`src/rtl/core/lpsd_pkg.sv`:
```
// Package for the long-press standby detector: widths, register map,
// reset values, phase codes and the structs passed between the core modules.
// No dependencies.
package lpsd_pkg;

    // Run-length counter of unchanged raw samples, saturating
    localparam int RUN_W = 16;
    localparam logic [RUN_W-1:0] RUN_MAX = 16'hFFFF;

    // Press counter. Every threshold is 16 bits wide, so a 17-bit counter
    // that saturates at all ones compares exactly like a 31-bit one.
    localparam int PRESS_W = 17;
    localparam logic [PRESS_W-1:0] PRESS_MAX = 17'h1FFFF;

    // Configuration port
    localparam int CFG_AW  = 4;
    localparam int CFG_DW  = 32;
    localparam int THR_W   = 16;

    localparam logic [1:0] REG_DEBOUNCE = 2'd0;
    localparam logic [1:0] REG_HOLD     = 2'd1;
    localparam logic [1:0] REG_BUZZER   = 2'd2;
    localparam logic [1:0] REG_RELEASE  = 2'd3;

    localparam logic [THR_W-1:0] DEBOUNCE_RST = 16'd20;
    localparam logic [THR_W-1:0] HOLD_RST     = 16'd1000;
    localparam logic [THR_W-1:0] BUZZER_RST   = 16'd300;
    localparam logic [THR_W-1:0] RELEASE_RST  = 16'd50;

    // Reported phase codes
    localparam int PHASE_W = 2;
    localparam logic [PHASE_W-1:0] PH_IDLE    = 2'd0;
    localparam logic [PHASE_W-1:0] PH_HOLDING = 2'd1;
    localparam logic [PHASE_W-1:0] PH_ARMED   = 2'd2;

    // Threshold registers
    typedef struct packed {
        logic [THR_W-1:0] debounce_ticks;
        logic [THR_W-1:0] hold_ticks;
        logic [THR_W-1:0] buzzer_ticks;
        logic [THR_W-1:0] release_ticks;
    } t_cfg;

    // Debounce stage result for the current tick
    typedef struct packed {
        logic             raw;
        logic             level;
        logic [RUN_W-1:0] run_count;
    } t_deb;

    // State machine result for the current tick
    typedef struct packed {
        logic               buzzer_request;
        logic               standby_request;
        logic               clr_run;
        logic [PHASE_W-1:0] phase;
    } t_fsm;

endpackage

```
`src/rtl/core/lpsd_in_if.sv`:
```
// Request channel carrying one raw button sample per tick.
// No dependencies.
interface lpsd_in_if;
    logic valid;
    logic ready;
    logic raw_pressed;

    modport source (output valid, output raw_pressed, input ready);
    modport sink   (input valid, input raw_pressed, output ready);
endinterface

```
`src/rtl/core/lpsd_out_if.sv`:
```
// Result channel carrying the debounced level, requests and phase per tick.
// Depends on lpsd_pkg.
interface lpsd_out_if;
    import lpsd_pkg::*;

    logic               valid;
    logic               ready;
    logic               debounced_pressed;
    logic               buzzer_request;
    logic               standby_request;
    logic [PHASE_W-1:0] phase;

    modport source (output valid, output debounced_pressed, output buzzer_request,
                    output standby_request, output phase, input ready);
    modport sink   (input valid, input debounced_pressed, input buzzer_request,
                    input standby_request, input phase, output ready);
endinterface

```
`src/rtl/core/lpsd_cfg_regs.sv`:
```
// APB-style threshold register file for the long-press standby detector.
// Depends on lpsd_pkg.
module lpsd_cfg_regs (
    input  logic                        i_clk,
    input  logic                        i_rst_n,
    input  logic                        psel,
    input  logic                        penable,
    input  logic                        pwrite,
    input  logic [lpsd_pkg::CFG_AW-1:0] paddr,
    input  logic [lpsd_pkg::CFG_DW-1:0] pwdata,
    output logic [lpsd_pkg::CFG_DW-1:0] prdata,
    output logic                        pready,
    output lpsd_pkg::t_cfg              o_cfg
);
    import lpsd_pkg::*;

    t_cfg       r_cfg;
    logic       wr_en;
    logic [1:0] reg_idx;

    assign pready  = 1'b1;
    assign wr_en   = psel && penable && pwrite;
    assign reg_idx = paddr[3:2];
    assign o_cfg   = r_cfg;

    // Register writes, word aligned
    always_ff @(posedge i_clk) begin
        if (!i_rst_n) begin
            r_cfg.debounce_ticks <= DEBOUNCE_RST;
            r_cfg.hold_ticks     <= HOLD_RST;
            r_cfg.buzzer_ticks   <= BUZZER_RST;
            r_cfg.release_ticks  <= RELEASE_RST;
        end else if (wr_en) begin
            case (reg_idx)
                REG_DEBOUNCE: r_cfg.debounce_ticks <= pwdata[THR_W-1:0];
                REG_HOLD:     r_cfg.hold_ticks     <= pwdata[THR_W-1:0];
                REG_BUZZER:   r_cfg.buzzer_ticks   <= pwdata[THR_W-1:0];
                REG_RELEASE:  r_cfg.release_ticks  <= pwdata[THR_W-1:0];
                default: ;
            endcase
        end
    end

    // Read mux, zero extended
    always_comb begin
        case (reg_idx)
            REG_DEBOUNCE: prdata = {{(CFG_DW-THR_W){1'b0}}, r_cfg.debounce_ticks};
            REG_HOLD:     prdata = {{(CFG_DW-THR_W){1'b0}}, r_cfg.hold_ticks};
            REG_BUZZER:   prdata = {{(CFG_DW-THR_W){1'b0}}, r_cfg.buzzer_ticks};
            REG_RELEASE:  prdata = {{(CFG_DW-THR_W){1'b0}}, r_cfg.release_ticks};
            default:      prdata = '0;
        endcase
    end

endmodule

```
`src/rtl/core/lpsd_debounce.sv`:
```
// Run-length debouncer: tracks unchanged raw samples and the debounced level.
// Depends on lpsd_pkg.
module lpsd_debounce (
    input  logic                       i_clk,
    input  logic                       i_rst_n,
    input  logic                       i_step,
    input  logic                       i_raw,
    input  logic [lpsd_pkg::THR_W-1:0] i_debounce_ticks,
    input  logic                       i_clr_run,
    output lpsd_pkg::t_deb             o_deb
);
    import lpsd_pkg::*;

    logic             r_last_raw;
    logic [RUN_W-1:0] r_run;
    logic             r_level;
    logic [RUN_W-1:0] n_run;
    logic             n_level;

    // Saturating run count, restarts on any raw change
    always_comb begin
        if (i_raw == r_last_raw) begin
            n_run = (r_run == RUN_MAX) ? r_run : r_run + 1'b1;
        end else begin
            n_run = '0;
        end
        n_level = (n_run == i_debounce_ticks) ? i_raw : r_level;
    end

    assign o_deb.raw       = i_raw;
    assign o_deb.level     = n_level;
    assign o_deb.run_count = n_run;

    // State update once per tick; the state machine may clear the run count
    always_ff @(posedge i_clk) begin
        if (!i_rst_n) begin
            r_last_raw <= 1'b0;
            r_run      <= '0;
            r_level    <= 1'b0;
        end else if (i_step) begin
            r_last_raw <= i_raw;
            r_run      <= i_clr_run ? '0 : n_run;
            r_level    <= n_level;
        end
    end

endmodule

```
`src/rtl/core/lpsd_fsm.sv`:
```
// Idle / holding / armed state machine with press counter, buzzer and
// standby requests. Depends on lpsd_pkg.
module lpsd_fsm (
    input  logic           i_clk,
    input  logic           i_rst_n,
    input  logic           i_step,
    input  lpsd_pkg::t_deb i_deb,
    input  lpsd_pkg::t_cfg i_cfg,
    output lpsd_pkg::t_fsm o_fsm
);
    import lpsd_pkg::*;

    typedef enum logic [PHASE_W-1:0] {
        S_IDLE    = PH_IDLE,
        S_HOLDING = PH_HOLDING,
        S_ARMED   = PH_ARMED
    } t_state;

    t_state             r_state;
    t_state             n_state;
    logic [PRESS_W-1:0] r_press;
    logic [PRESS_W-1:0] n_press;
    logic [PRESS_W-1:0] press_inc;
    logic               buzz;
    logic               stby;
    logic               clr_run;

    assign press_inc = (r_press == PRESS_MAX) ? r_press : r_press + 1'b1;

    // Next state and per-tick requests
    always_comb begin
        n_state = r_state;
        n_press = r_press;
        buzz    = 1'b0;
        stby    = 1'b0;
        clr_run = 1'b0;
        case (r_state)
            S_HOLDING: begin
                if (!i_deb.level) begin
                    n_state = S_ARMED;
                    clr_run = 1'b1;
                end
            end
            S_ARMED: begin
                if (!i_deb.level) begin
                    stby = (i_deb.run_count >= i_cfg.release_ticks) && !i_deb.raw;
                end else begin
                    n_state = S_IDLE;
                    n_press = '0;
                end
            end
            default: begin
                // idle, and the unused code behaves as idle
                n_state = S_IDLE;
                if (i_deb.level) begin
                    n_press = press_inc;
                    buzz    = press_inc >= {1'b0, i_cfg.buzzer_ticks};
                    if (press_inc >= {1'b0, i_cfg.hold_ticks}) begin
                        n_state = S_HOLDING;
                    end
                end else begin
                    n_press = '0;
                end
            end
        endcase
    end

    assign o_fsm.buzzer_request  = buzz;
    assign o_fsm.standby_request = stby;
    assign o_fsm.clr_run         = clr_run;
    assign o_fsm.phase           = n_state;

    always_ff @(posedge i_clk) begin
        if (!i_rst_n) begin
            r_state <= S_IDLE;
            r_press <= '0;
        end else if (i_step) begin
            r_state <= n_state;
            r_press <= n_press;
        end
    end

endmodule

```
`src/rtl/core/long_press_standby_detector_core.sv`:
```
// Top level of the long-press standby detector: input stage, debouncer,
// state machine, result register and threshold registers.
// Depends on lpsd_pkg, lpsd_in_if, lpsd_out_if, lpsd_cfg_regs, lpsd_debounce, lpsd_fsm.
//
//   channel   | dir | payload                                             | handshake
//   ----------+-----+-----------------------------------------------------+--------------
//   i_in      | in  | raw_pressed                                         | valid/ready
//   o_out     | out | debounced_pressed, buzzer_request, standby_request, | valid/ready
//             |     | phase                                               |
//   APB cfg   | in  | paddr, pwdata (writes), prdata (reads)              | psel/penable
//
// One request per cycle is accepted while the result is not stalled; each
// result passes through the input register, then the result register.
// All per-tick work is one pass of counter, compare and state logic between
// the input register and the result register.
// Reset is synchronous, active low; thresholds return to their defaults.
// A stalled result holds the result register; the input register still
// takes one more request, after which ready drops until the result moves.
module long_press_standby_detector_core (
    input  logic                        i_clk,
    input  logic                        i_rst_n,
    lpsd_in_if.sink                     i_in,
    lpsd_out_if.source                  o_out,
    input  logic                        psel,
    input  logic                        penable,
    input  logic                        pwrite,
    input  logic [lpsd_pkg::CFG_AW-1:0] paddr,
    input  logic [lpsd_pkg::CFG_DW-1:0] pwdata,
    output logic [lpsd_pkg::CFG_DW-1:0] prdata,
    output logic                        pready
);
    import lpsd_pkg::*;

    t_cfg               cfg;
    t_deb               deb;
    t_fsm               fsm;
    logic               r_in_valid;
    logic               r_raw;
    logic               r_out_valid;
    logic               r_out_level;
    logic               r_out_buzz;
    logic               r_out_stby;
    logic [PHASE_W-1:0] r_out_phase;
    logic               advance;
    logic               step;

    // Pipeline control
    assign advance    = !r_out_valid || o_out.ready;
    assign step       = r_in_valid && advance;
    assign i_in.ready = !r_in_valid || advance;

    lpsd_cfg_regs u_cfg (
        .i_clk   (i_clk),
        .i_rst_n (i_rst_n),
        .psel    (psel),
        .penable (penable),
        .pwrite  (pwrite),
        .paddr   (paddr),
        .pwdata  (pwdata),
        .prdata  (prdata),
        .pready  (pready),
        .o_cfg   (cfg)
    );

    lpsd_debounce u_deb (
        .i_clk            (i_clk),
        .i_rst_n          (i_rst_n),
        .i_step           (step),
        .i_raw            (r_raw),
        .i_debounce_ticks (cfg.debounce_ticks),
        .i_clr_run        (fsm.clr_run),
        .o_deb            (deb)
    );

    lpsd_fsm u_fsm (
        .i_clk   (i_clk),
        .i_rst_n (i_rst_n),
        .i_step  (step),
        .i_deb   (deb),
        .i_cfg   (cfg),
        .o_fsm   (fsm)
    );

    // Input register
    always_ff @(posedge i_clk) begin
        if (!i_rst_n) begin
            r_in_valid <= 1'b0;
        end else if (i_in.ready) begin
            r_in_valid <= i_in.valid;
        end
        if (i_in.valid && i_in.ready) begin
            r_raw <= i_in.raw_pressed;
        end
    end

    // Result register
    always_ff @(posedge i_clk) begin
        if (!i_rst_n) begin
            r_out_valid <= 1'b0;
        end else if (advance) begin
            r_out_valid <= r_in_valid;
        end
        if (step) begin
            r_out_level <= deb.level;
            r_out_buzz  <= fsm.buzzer_request;
            r_out_stby  <= fsm.standby_request;
            r_out_phase <= fsm.phase;
        end
    end

    assign o_out.valid             = r_out_valid;
    assign o_out.debounced_pressed = r_out_level;
    assign o_out.buzzer_request    = r_out_buzz;
    assign o_out.standby_request   = r_out_stby;
    assign o_out.phase             = r_out_phase;

    // Buzzer only from idle while pressed, so never reported together with armed
    a_buzz_phase: assert property (@(posedge i_clk) disable iff (!i_rst_n)
        (o_out.valid && o_out.buzzer_request) |->
        (o_out.debounced_pressed && o_out.phase != PH_ARMED))
        else $error("buzzer request outside idle press");

    // Standby only while armed and released
    a_stby_phase: assert property (@(posedge i_clk) disable iff (!i_rst_n)
        (o_out.valid && o_out.standby_request) |->
        (o_out.phase == PH_ARMED && !o_out.debounced_pressed))
        else $error("standby request outside armed release");

    // A full, stalled pipeline takes no new request
    a_no_overrun: assert property (@(posedge i_clk) disable iff (!i_rst_n)
        (r_in_valid && !advance) |-> !(i_in.valid && i_in.ready))
        else $error("request accepted into full pipeline");

    // A stalled result does not lose the tick behind it
    a_hold_in: assert property (@(posedge i_clk) disable iff (!i_rst_n)
        (r_in_valid && !advance) |=> r_in_valid)
        else $error("input stage dropped a pending request");

endmodule

```
`src/flat_wrapper.sv`:
```
// flat-port wrapper written by rule: the top's interface ports become plain ports
module long_press_standby_detector_core_flat import lpsd_pkg::*;
  (i_clk, i_rst_n, psel, penable, pwrite, paddr, pwdata, prdata, pready, i_in_valid, i_in_raw_pressed, i_in_ready, o_out_valid, o_out_debounced_pressed, o_out_buzzer_request, o_out_standby_request, o_out_phase, o_out_ready);
  lpsd_in_if i_in_i ();
  lpsd_out_if o_out_i ();
  input  logic i_clk;
  input  logic i_rst_n;
  input  logic psel;
  input  logic penable;
  input  logic pwrite;
  input  logic [lpsd_pkg::CFG_AW-1:0] paddr;
  input  logic [lpsd_pkg::CFG_DW-1:0] pwdata;
  output logic [lpsd_pkg::CFG_DW-1:0] prdata;
  output logic pready;
  input wire logic [$bits(i_in_i.valid)-1:0] i_in_valid;
  input wire logic [$bits(i_in_i.raw_pressed)-1:0] i_in_raw_pressed;
  output wire logic [$bits(i_in_i.ready)-1:0] i_in_ready;
  output wire logic [$bits(o_out_i.valid)-1:0] o_out_valid;
  output wire logic [$bits(o_out_i.debounced_pressed)-1:0] o_out_debounced_pressed;
  output wire logic [$bits(o_out_i.buzzer_request)-1:0] o_out_buzzer_request;
  output wire logic [$bits(o_out_i.standby_request)-1:0] o_out_standby_request;
  output wire logic [$bits(o_out_i.phase)-1:0] o_out_phase;
  input wire logic [$bits(o_out_i.ready)-1:0] o_out_ready;
  assign i_in_i.valid = i_in_valid;
  assign i_in_i.raw_pressed = i_in_raw_pressed;
  assign i_in_ready = i_in_i.ready;
  assign o_out_valid = o_out_i.valid;
  assign o_out_debounced_pressed = o_out_i.debounced_pressed;
  assign o_out_buzzer_request = o_out_i.buzzer_request;
  assign o_out_standby_request = o_out_i.standby_request;
  assign o_out_phase = o_out_i.phase;
  assign o_out_i.ready = o_out_ready;
  long_press_standby_detector_core u_core (.i_clk(i_clk), .i_rst_n(i_rst_n), .i_in(i_in_i), .o_out(o_out_i), .psel(psel), .penable(penable), .pwrite(pwrite), .paddr(paddr), .pwdata(pwdata), .prdata(prdata), .pready(pready));
endmodule
```
`config.mk`:
```
export PLATFORM = sky130hd
export DESIGN_NAME = long_press_standby_detector_core_flat
export DESIGN_NICKNAME = d
export VERILOG_FILES = /design/src/rtl/core/lpsd_pkg.sv /design/src/rtl/core/lpsd_in_if.sv /design/src/rtl/core/lpsd_out_if.sv /design/src/rtl/core/lpsd_cfg_regs.sv /design/src/rtl/core/lpsd_debounce.sv /design/src/rtl/core/lpsd_fsm.sv /design/src/rtl/core/long_press_standby_detector_core.sv /design/src/flat_wrapper.sv
export SDC_FILE = /design/constraint.sdc
export NUM_CORES = 1
export LEC_CHECK = 0
export BUFFER_PORTS_ARGS = -buffer_cell sky130_fd_sc_hd__buf_4
export CAP_MARGIN = 20
export CORE_UTILIZATION = 55
export DETAILED_ROUTE_END_ITERATION = 16
export GPL_TIMING_DRIVEN = 0
export HOLD_SLACK_MARGIN = 0.08
export PLACE_DENSITY = 0.74
export SLEW_MARGIN = 20
export SYNTH_ARGS = -nofsm -noshare
export SYNTH_HDL_FRONTEND = slang
export SYNTH_HIERARCHICAL = 1
export SYNTH_SLANG_ARGS = --single-unit
```
`constraint.sdc`:
```
create_clock -name i_clk -period 11.3 [get_ports i_clk]
set_input_delay 1.695 -clock i_clk [delete_from_list [all_inputs] [get_ports i_clk]]
set_output_delay 1.695 -clock i_clk [all_outputs]
set_load 0.02 [all_outputs]
```
* Yosys cells after proc, flatten, opt, wreduce, memory -nomap -nowiden *
Index checks and enable logic that the tools add are counted.

storage, ports and cells
  bits in registers = 109
  output and inout bits = 40
  word-level logic and storage cells = 68

cells by class
  add/subtract/negate cells = 2
  magnitude comparators = 3
  equal/unequal tests = 10
  mux-type cells = 16
  bitwise logic cells = 3
  reduce and logical (&&, ||, !) cells = 18

operators with widths
  cell                     number
  $pmux W32 S4             1
  $mux W17                 3
  $mux W16                 3
  $ge A17 B16 Y1           2
  $pmux W17 S2             1
  $add A17 B1 Y17 const B  1
  $eq A17 B17 Y1 const B   1
  $add A16 B1 Y16 const B  1
  $eq A16 B16 Y1           1
  $eq A16 B16 Y1 const B   1
  $ge A16 B16 Y1           1
  $reduce_and A2 Y1        4
  $eq A2 B2 Y1 const B     3
  $logic_and A1 B1 Y1      5
  $mux W1                  5
  $eq A2 B1 Y1 const B     2
  $mux W2                  2
  $pmux W2 S2              1
  $logic_not A1 Y1         3
  $not A1 Y1               3
  $reduce_and A3 Y1        1
  $reduce_or A3 Y1         1
  $logic_not A2 Y1         1
  $logic_or A1 B1 Y1       2
  other kinds (3)          3

* Longest topological paths before layout *
Gate-level depths: netlist of the first run.

  word-level depth = 8
  mapped depth = 19
  mapped depth without buffers = 15

* Hierarchy *
The synthesis of the first run kept the hierarchy.

modules (own cells, without submodules)
  module                            times used  cells an instance  area an instance (sq um)
  lpsd_cfg_regs                     1           281                2982.9
  lpsd_fsm                          1           336                2660.1
  lpsd_debounce                     1           259                1861.8
  long_press_standby_detector_core  1           15                 284.0

* Worst setup path before layout of the first run *
OpenSTA, ideal clock, no wires.

  kind = input to output
  from = input paddr[3] in the netlist's numbering
  to = output prdata[10] in the netlist's numbering
  data arrival time = 2679 ps
  data required time = 9605 ps
  slack = 6926 ps
  cell stages on the path = 3
  path through = buf_6 > buf_2 > mux4_2

between the ends
  cells in the longest elaborated chain, start to end = 2
  elaborated cells between the ends (all ways) = 5
  classes of those cells = eq/ne: 3; mux: 1; reduce/logical: 1

RTL lines
  what                                  RTL line             text
  from (decl)                           flat_wrapper.sv:11   input logic [lpsd_pkg::CFG_AW-1:0] paddr;
  $eq A2 B2 Y1 (tied with other cells)  lpsd_cfg_regs.sv:46  case (reg_idx)
  $pmux W32 S4 *                        lpsd_cfg_regs.sv:46
  to (decl)                             flat_wrapper.sv:13   output logic [lpsd_pkg::CFG_DW-1:0] prdata;

Every way passes the cells marked *; elsewhere a longest branch is shown, timed or not. The select of a mux whose other input is x is not followed.

==> results of run 1 <==
==> layout make-up <==
class                           count  area [um^2]
Inverter                           70          275
Fill cell                        1227         5150
Buffer                             75          520
Sequential cell                   109         2240
Clock inverter                      2         10.0
Tap cell                          180          225
Multi-Input combinational cell    652         4810
Clock buffer                       14          254
Timing Repair Buffer               46          345
==> power by group through the flow <==
stage | sequential, uW | combinational, uW | clock (uW)
CTS | 398 | 97.4 | 304
global placement | 407 | 96.2 | 0
floorplan | 406 | 63.1 | 0
global route | 399 | 106 | 317
finish | 398 | 98.9 | 299
detailed placement | 407 | 97.1 | 0
==> critical path: stages, from the launching register on <==
cell	delay [ns]
dfxtp_1	0.45
ha_1	0.32
nand3_1	0.33
nor4_4	0.56
mux2i_1	0.44
xnor2_1	0.20
o311ai_1	0.15
or3_1	0.41
nor3_1	0.20
mux2_1	0.19
buf_4	0.17
nand2b_1	0.23
nand3_1	0.29
nand2_1	0.20
dlygate4sd1_1	0.50
o21ai_0	0.16
a21o_1	0.20
==> state kept, by name, summed over array words and instances, names as in the netlist <==
name	flops
u_core/r_raw	1
u_core/u_deb/r_level	1
u_core/u_deb/r_last_raw	1
u_core/r_in_valid	1
u_core/u_fsm/r_press	17
u_core/o_out.phase	2
u_core/o_out.debounced_pressed	1
u_core/u_fsm/r_state	2
u_core/u_deb/r_run	16
u_core/o_out.valid	1
u_core/o_out.buzzer_request	1
u_core/u_cfg/o_cfg	64
u_core/o_out.standby_request	1
==> cells in the final DEF (no fill, tap or decap), types with 22 or more instances in the layout <==
cell type  count
nor2_1        53
o21ai_0       35
ha_1          52
clkbuf_1      22
buf_4         81
nand2_1      111
mux2i_1       56
nand3_1       28
dfxtp_1      103
a21oi_1       34
inv_1         68
==> cell usage after synthesis, types with 5 or more instances <==
| library cell | n |
|---|---|
| nand2_1 | 111 |
| dfxtp_1 | 103 |
| inv_1 | 68 |
| mux2i_1 | 56 |
| nor2_1 | 53 |
| ha_1 | 52 |
| buf_4 | 35 |
| o21ai_0 | 35 |
| a21oi_1 | 34 |
| nand3_1 | 28 |
| clkbuf_1 | 18 |
| a31oi_1 | 16 |
| nor3_1 | 15 |
| mux4_2 | 14 |
| xnor2_1 | 13 |
| a22oi_1 | 12 |
| nand2b_1 | 11 |
| o211ai_1 | 11 |
| o311ai_0 | 10 |
| xor2_1 | 10 |
| a211oi_1 | 9 |
| and3_1 | 9 |
| buf_2 | 9 |
| nand4_1 | 9 |
| a21o_1 | 8 |
| o21a_1 | 8 |
| buf_6 | 7 |
| edfxtp_1 | 6 |
| nor4_1 | 6 |
| and2_1 | 5 |
==> path summary, 6_finish.rpt <==
check | slack, ns | endpoint | depth (start not counted)
worst max-delay path | 6.19 | u_core/u_fsm/r_press[14]$_SDFFE_PN0P_ | 16
worst max register to register | 6.19 | u_core/u_fsm/r_press[14]$_SDFFE_PN0P_ | 16
worst min register to register | 0.47 | u_core/u_deb/r_level$_SDFFE_PN0P_ | 2
worst min-delay path | 0.47 | u_core/u_deb/r_level$_SDFFE_PN0P_ | 2
==> metrics by stage <==
step / hold WS (ns) / util, %
after detailed placement: 0.461 / 60.9
final: 0.471 / 62.8
after floorplan: 0.434 / -
after global placement: 0.452 / 60.9
after CTS: 0.470 / 62.8
after global routing: 0.489 / 62.8
==> layer usage <==
layer  routed length, um  global-route usage [%]  vias up  share of wire [%]
met1                9060                    36.4     3268                 42
met4                 801                    14.4        0                3.7
li1                    -                       -     3330                  -
met2               10500                    52.8      243                 49
met5                   0                       0        -                  0
met3                1010                    4.28       53                4.7
==> cells by family (layout without fill, tap and decap cells) <==
| family | Yosys count | in the layout | share of synthesized area (%) |
|---|---|---|---|
| and+or+nand+nor | 298 | 298 | 20.9 |
| xor gates and xnor gates | 23 | 23 | 2.59 |
| adders and majority gates | 52 | 52 | 8.35 |
| muxes | 75 | 75 | 12.4 |
| DFF | 109 | 109 | 28.8 |
| other | 2 | 17 | 0.0964 |
| AOI/OAI and AO/OA | 187 | 187 | 16.7 |
| buffers and inverters | 145 | 207 | 10.2 |
==> impl_results.md, run 1 <==
* Post-Syn Instances at 891
* VDD IR max at 0.0000630 V
* Post-synthesis cell type count at 89
* Placed Cells at 1,132
* Final WL at 21,400 um
* Sequential area share after synthesis at 28.8%
* Pwr Density at 91.8 mW/mm^2
* TritonCTS clock tree: done
* Syn avg cell area at 8.74 um^2
* Die Ht at 121 um
* H-tree levels at 3
* Comb power frac at 12.4%
* CTS max path bufs at 2
* Largest net degree at the start of global routing at 17
* Min cycle time layout at 5.11 ns
* Horiz. Die Dim at 121 um
* MaxCap Viol Count at 0
* DPL Wire Length at 16,600 um
* Endpoint class of the critical path: flip-flop
* DRC viols at 0
* Register bit total from synthesis at 109
* Worst Hold Class: flip-flop to flip-flop
* Setup Buffers After CTS at 0
* Skew-Pair Late Insertion Delay at 0.36 ns
* Relative slew slack at 34.5%
* Async SR Flop Fraction at 0%
* Io pins at 84
* RSZ-0062 raised after global routing: false
* Worst Clk Skew at 0.00823 ns
* YS warnings at 6
* P_sw at 211 uW
* Outcome: complete, no violations
* Worst Path Required at 11.56 ns
* Final ANT Viol Nets at 0
* GP Congestion at 0.910
* Total grt overflow at 0
* Vias in the first global route at 6,577
* Number of synthesized flops with an enable pin at 6
* Final net count at 1,059
* Starting Density at 56.3%
* # rows at 43
* Clock network fraction of total power at 37.6%
* Post-Layout Cell Count at 1,148
* Lkg Pwr at 0.00375 uW
* Pre-Repair DR Iteration Count at 5
* Floorplan core area at 0.0138 mm^2
* Layout cells sized above 1 at 16.3%
* Top_reg_cell synth: dfxtp_1
* Sum Neg Setup Slack at 0 ns
* Final instance area at 0.00868 mm^2
* Fmax at 196 MHz
* Overall Power at 797 uW
* Critical path class: flip-flop to flip-flop
* Area Overhead vs Synth at 11.4%
* TritonCTS Buffers at 9
* Drt wl/cell at 18.6 um
* Worst slew pin tran at 0.980 ns
* Post-Syn Area at 0.00779 mm^2
* Vias at 6,894
* Area post-placement at 0.00842 mm^2
* Initial antenna violation count at 0
* Hold Vio Cnt, Final at 0
* Worst Min Path Start: u_core/u_deb/r_level$_SDFFE_PN0P_
* Total track usage at 30.2%
* Crit-path max FO at 10
* PortBufs at 46
* R2r startpoint: u_core/u_deb/r_run[1]$_SDFFE_PN0P_
* Synth top area cells: dfxtp_1 (26%), ha_1 (8.4%), mux2i_1 (7.2%)
* Data arrival time of the worst path at 5.37 ns
* Hold_buf cts at 0
* Vias per cell at 6.01
* First-pass GRT wire length at 34,100 um
* N_diodes at 0
* Post-synth top area share at 26.5%
* Clock sink count at 109
* Slew Limit Fails at 0
* Die area at 0.0146 mm^2
* Initial DRC count at 821
* Clock transition at path regs at 0.07 ns
* Fin crit share at 45.3%
* Switch share at 26.5%
* Dpl ws at 6.25 ns
* Clock Tree Root: clkbuf_16
* Cell Int Power at 586 uW
* Final setup viols at 0
* Sequential Power Share at 50.0%
* Crit path launch: u_core/u_deb/r_run[1]$_SDFFE_PN0P_
* Crit start category: flip-flop
* PostCTS Resize Cnt at 0
* Biggest area consumer among synthesized cells: dfxtp_1
* Final WS setup at 6.19 ns
Power figures use the tool's default switching activity.
==> run 2, diff against run 1 <==
==> constraint.sdc (replaced) <==
create_clock -name i_clk -period 5.1 [get_ports i_clk]
set_input_delay 0.765 -clock i_clk [delete_from_list [all_inputs] [get_ports i_clk]]
set_output_delay 0.765 -clock i_clk [all_outputs]
set_load 0.02 [all_outputs]
==> impl_results.md, run 2 (synthesized netlist as in run 1, its figures left out) <==
* Vias in the first global route at 6,577 (unchanged)
* N_diodes at 0 (unchanged)
* H-tree levels at 3 (unchanged)
* R2r startpoint: u_core/u_deb/r_run[0]$_SDFFE_PN0P_
* Initial antenna violation count at 0 (unchanged)
* Skew-Pair Late Insertion Delay at 0.36 ns (about the same)
* Final setup viols at 0 (unchanged)
* Commonest non-fill, non-tap cell in the layout: nand2_1
* Io pins at 84 (unchanged)
* Layout cells sized above 1 at 16.6% (+0.31 points)
* Switch share at 26.4% (-0.087 points)
* Clock transition at path regs at 0.07 ns (about the same)
* Data arrival time of the worst path at 5.01 ns (-0.36 ns)
* Dpl ws at 0.0509 ns (-6.20 ns)
* First-pass GRT wire length at 34,100 um (unchanged)
* Clock Tree Root: clkbuf_16
* Min cycle time layout at 4.76 ns (-0.358 ns)
* Clock network fraction of total power at 37.5% (about the same)
* Total grt overflow at 0 (unchanged)
* Placed Cells at 1,132 (unchanged)
* Hold_buf cts at 0 (unchanged)
* Sequential Power Share at 50.1% (about the same)
* RSZ-0062 raised after global routing: false
* Total track usage at 30.2% (unchanged)
* Flop2flop setup slack at 0.34 ns (-5.84 ns)
* Post-Layout Cell Count at 1,148 (unchanged)
* GP Congestion at 0.910 (unchanged)
* R2r endpoint: u_core/u_fsm/r_press[14]$_SDFFE_PN0P_
* Worst hold stages at 2 (unchanged)
* Worst slew pin tran at 0.966 ns (-0.0147 ns)
* Sum Neg Setup Slack at 0 ns (unchanged)
* Most frequent cells in the layout: nand2_1 (111), dfxtp_1 (103), buf_4 (81)
* Crit start category: flip-flop
* Worst Path Required at 5.35 ns (-6.21 ns)
* Crit-path max FO at 10 (unchanged)
* Endpoint class of the critical path: flip-flop
* PortBufs at 46 (unchanged)
* TritonCTS Buffers at 9 (unchanged)
* Drt wl/cell at 18.6 um (-0.14%)
* Hold Vio Cnt, Final at 0 (unchanged)
* Worst Clk Skew at 0.00830 ns (+0.0000648 ns)
* Floorplan core area at 0.0138 mm^2 (unchanged)
* P_sw at 465 uW (+120%)
* Critical path class: flip-flop to flip-flop
* # rows at 43 (unchanged)
* R2r worst-path depth at 17 (+1)
* Fin crit share at 93.3% (+48 points)
* MaxCap Viol Count at 0 (unchanged)
* Slew Limit Fails at 0 (unchanged)
* Final WL at 21,400 um (-0.14%)
* Largest net degree at the start of global routing at 17 (unchanged)
* Lkg Pwr at 0.00376 uW (about the same)
* DPL Wire Length at 16,600 um (unchanged)
* DRC viols at 0 (unchanged)
* Initial DRC count at 802 (-2.3%)
* Final ANT Viol Nets at 0 (unchanged)
* Vias at 6,935 (+0.59%)
* Pre-Repair DR Iteration Count at 6 (+1)
* Clock sink count at 109 (unchanged)
* Die Ht at 121 um (unchanged)
* Horiz. Die Dim at 121 um (unchanged)
* Die area at 0.0146 mm^2 (unchanged)
* Fmax at 210 MHz (+7.5%)
* Starting Density at 56.3% (unchanged)
* Worst Min Path Start: u_core/u_deb/r_level$_SDFFE_PN0P_
* CTS max path bufs at 2 (unchanged)
* TritonCTS clock tree: done
* Area Overhead vs Synth at 11.5% (about the same)
* Comb power frac at 12.4% (about the same)
* Hold path endpoint: u_core/u_deb/r_level$_SDFFE_PN0P_
* Pwr Density at 203 mW/mm^2 (+120%)
* Largest register FFs at 64 (unchanged)
* Final WS setup at 0.343 ns (-5.84 ns)
* Vias per cell at 6.04 (+0.59%)
* Relative slew slack at 35.5% (+0.98 points)
* VDD IR max at 0.000138 V (+120%)
* Worst Hold Class: flip-flop to flip-flop
* Cell Int Power at 1300 uW (+120%)
* Outcome: complete, no violations
* Final net count at 1,059 (unchanged)
[run 2: layout make-up]
type / instances / area (um^2)
repair buffers: 46 / 345
plain buffers: 75 / 518
well taps: 180 / 225
clock inverters: 2 / 10.0
multi-input cells: 652 / 4810
inverters: 70 / 275
flip-flops and latches: 109 / 2240
clock buffers: 14 / 254
fillers: 1224 / 5140
[run 2: power groups by stage]
| stage | clock network (uW) | registers (uW) | logic, uW |
|---|---|---|---|
| 2_1_floorplan | 0 | 900 | 140 |
| 3_3_place_gp | 0 | 902 | 213 |
| 3_5_place_dp | 0 | 902 | 215 |
| 4_1_cts | 674 | 882 | 216 |
| 5_1_grt | 703 | 884 | 234 |
| 6_report | 661 | 883 | 219 |
[run 2: worst max-delay path: stages, from the launching register on]
cell      delay (ns)
dfxtp_1         0.45
ha_1            0.32
and2_1          0.16
clkbuf_1        0.28
nand3_1         0.25
or4_1           0.52
a32oi_1         0.26
nand4b_1        0.14
or3_1           0.35
nor3_1          0.21
mux2_1          0.19
buf_4           0.17
nand2b_1        0.24
nand3_1         0.30
nand2_1         0.21
clkbuf_2        0.28
o21ai_0         0.13
a21o_1          0.19
[run 2: per-layer routing]
| layer | vias to the layer above | wire (um) | global-route usage, % |
|---|---|---|---|
| li1 | 3332 | - | - |
| met1 | 3310 | 8990 | 36.4 |
| met2 | 248 | 10600 | 52.8 |
| met3 | 45 | 1040 | 4.28 |
| met4 | 0 | 736 | 14.4 |
| met5 | - | 0 | 0 |
[run 2: timing repair]
action / 4_1_cts / 5_1_grt
setup endpoints to repair: 0 / 20
gates resized for setup: 0 / 4
setup buffers: 0 / 0
[run 2: through the flow]
step	cell area [um^2]	utilization (%)	hold WS (ns)	power (uW)
5_1_grt	8680	62.8	0.489	1820
6_report	8680	62.8	0.471	1760
2_1_floorplan	7850	-	0.434	1040
3_5_place_dp	8420	60.9	0.461	1120
4_1_cts	8680	62.8	0.470	1770
3_3_place_gp	8420	60.9	0.452	1120
[run 2: worst max-delay path by stage]
| stage | to | slack [ns] | cells past startpoint | start |
|---|---|---|---|---|
| after floorplan | u_core/u_fsm/r_press[5]$_SDFFE_PN0P_ | 1.06 | 17 | u_core/u_deb/r_run[0]$_SDFFE_PN0P_ |
| after global placement | u_core/u_fsm/r_press[14]$_SDFFE_PN0P_ | 0.04 | 16 | u_core/u_deb/r_run[0]$_SDFFE_PN0P_ |
| after detailed placement | u_core/u_fsm/r_press[14]$_SDFFE_PN0P_ | 0.05 | 16 | u_core/u_deb/r_run[0]$_SDFFE_PN0P_ |
| after CTS | u_core/u_fsm/r_press[14]$_SDFFE_PN0P_ | 0.02 | 16 | u_core/u_deb/r_run[0]$_SDFFE_PN0P_ |
| after global routing | u_core/u_fsm/r_press[14]$_SDFFE_PN0P_ | 0.09 | 17 | u_core/u_deb/r_run[0]$_SDFFE_PN0P_ |
| final | u_core/u_fsm/r_press[14]$_SDFFE_PN0P_ | 0.34 | 17 | u_core/u_deb/r_run[0]$_SDFFE_PN0P_ |
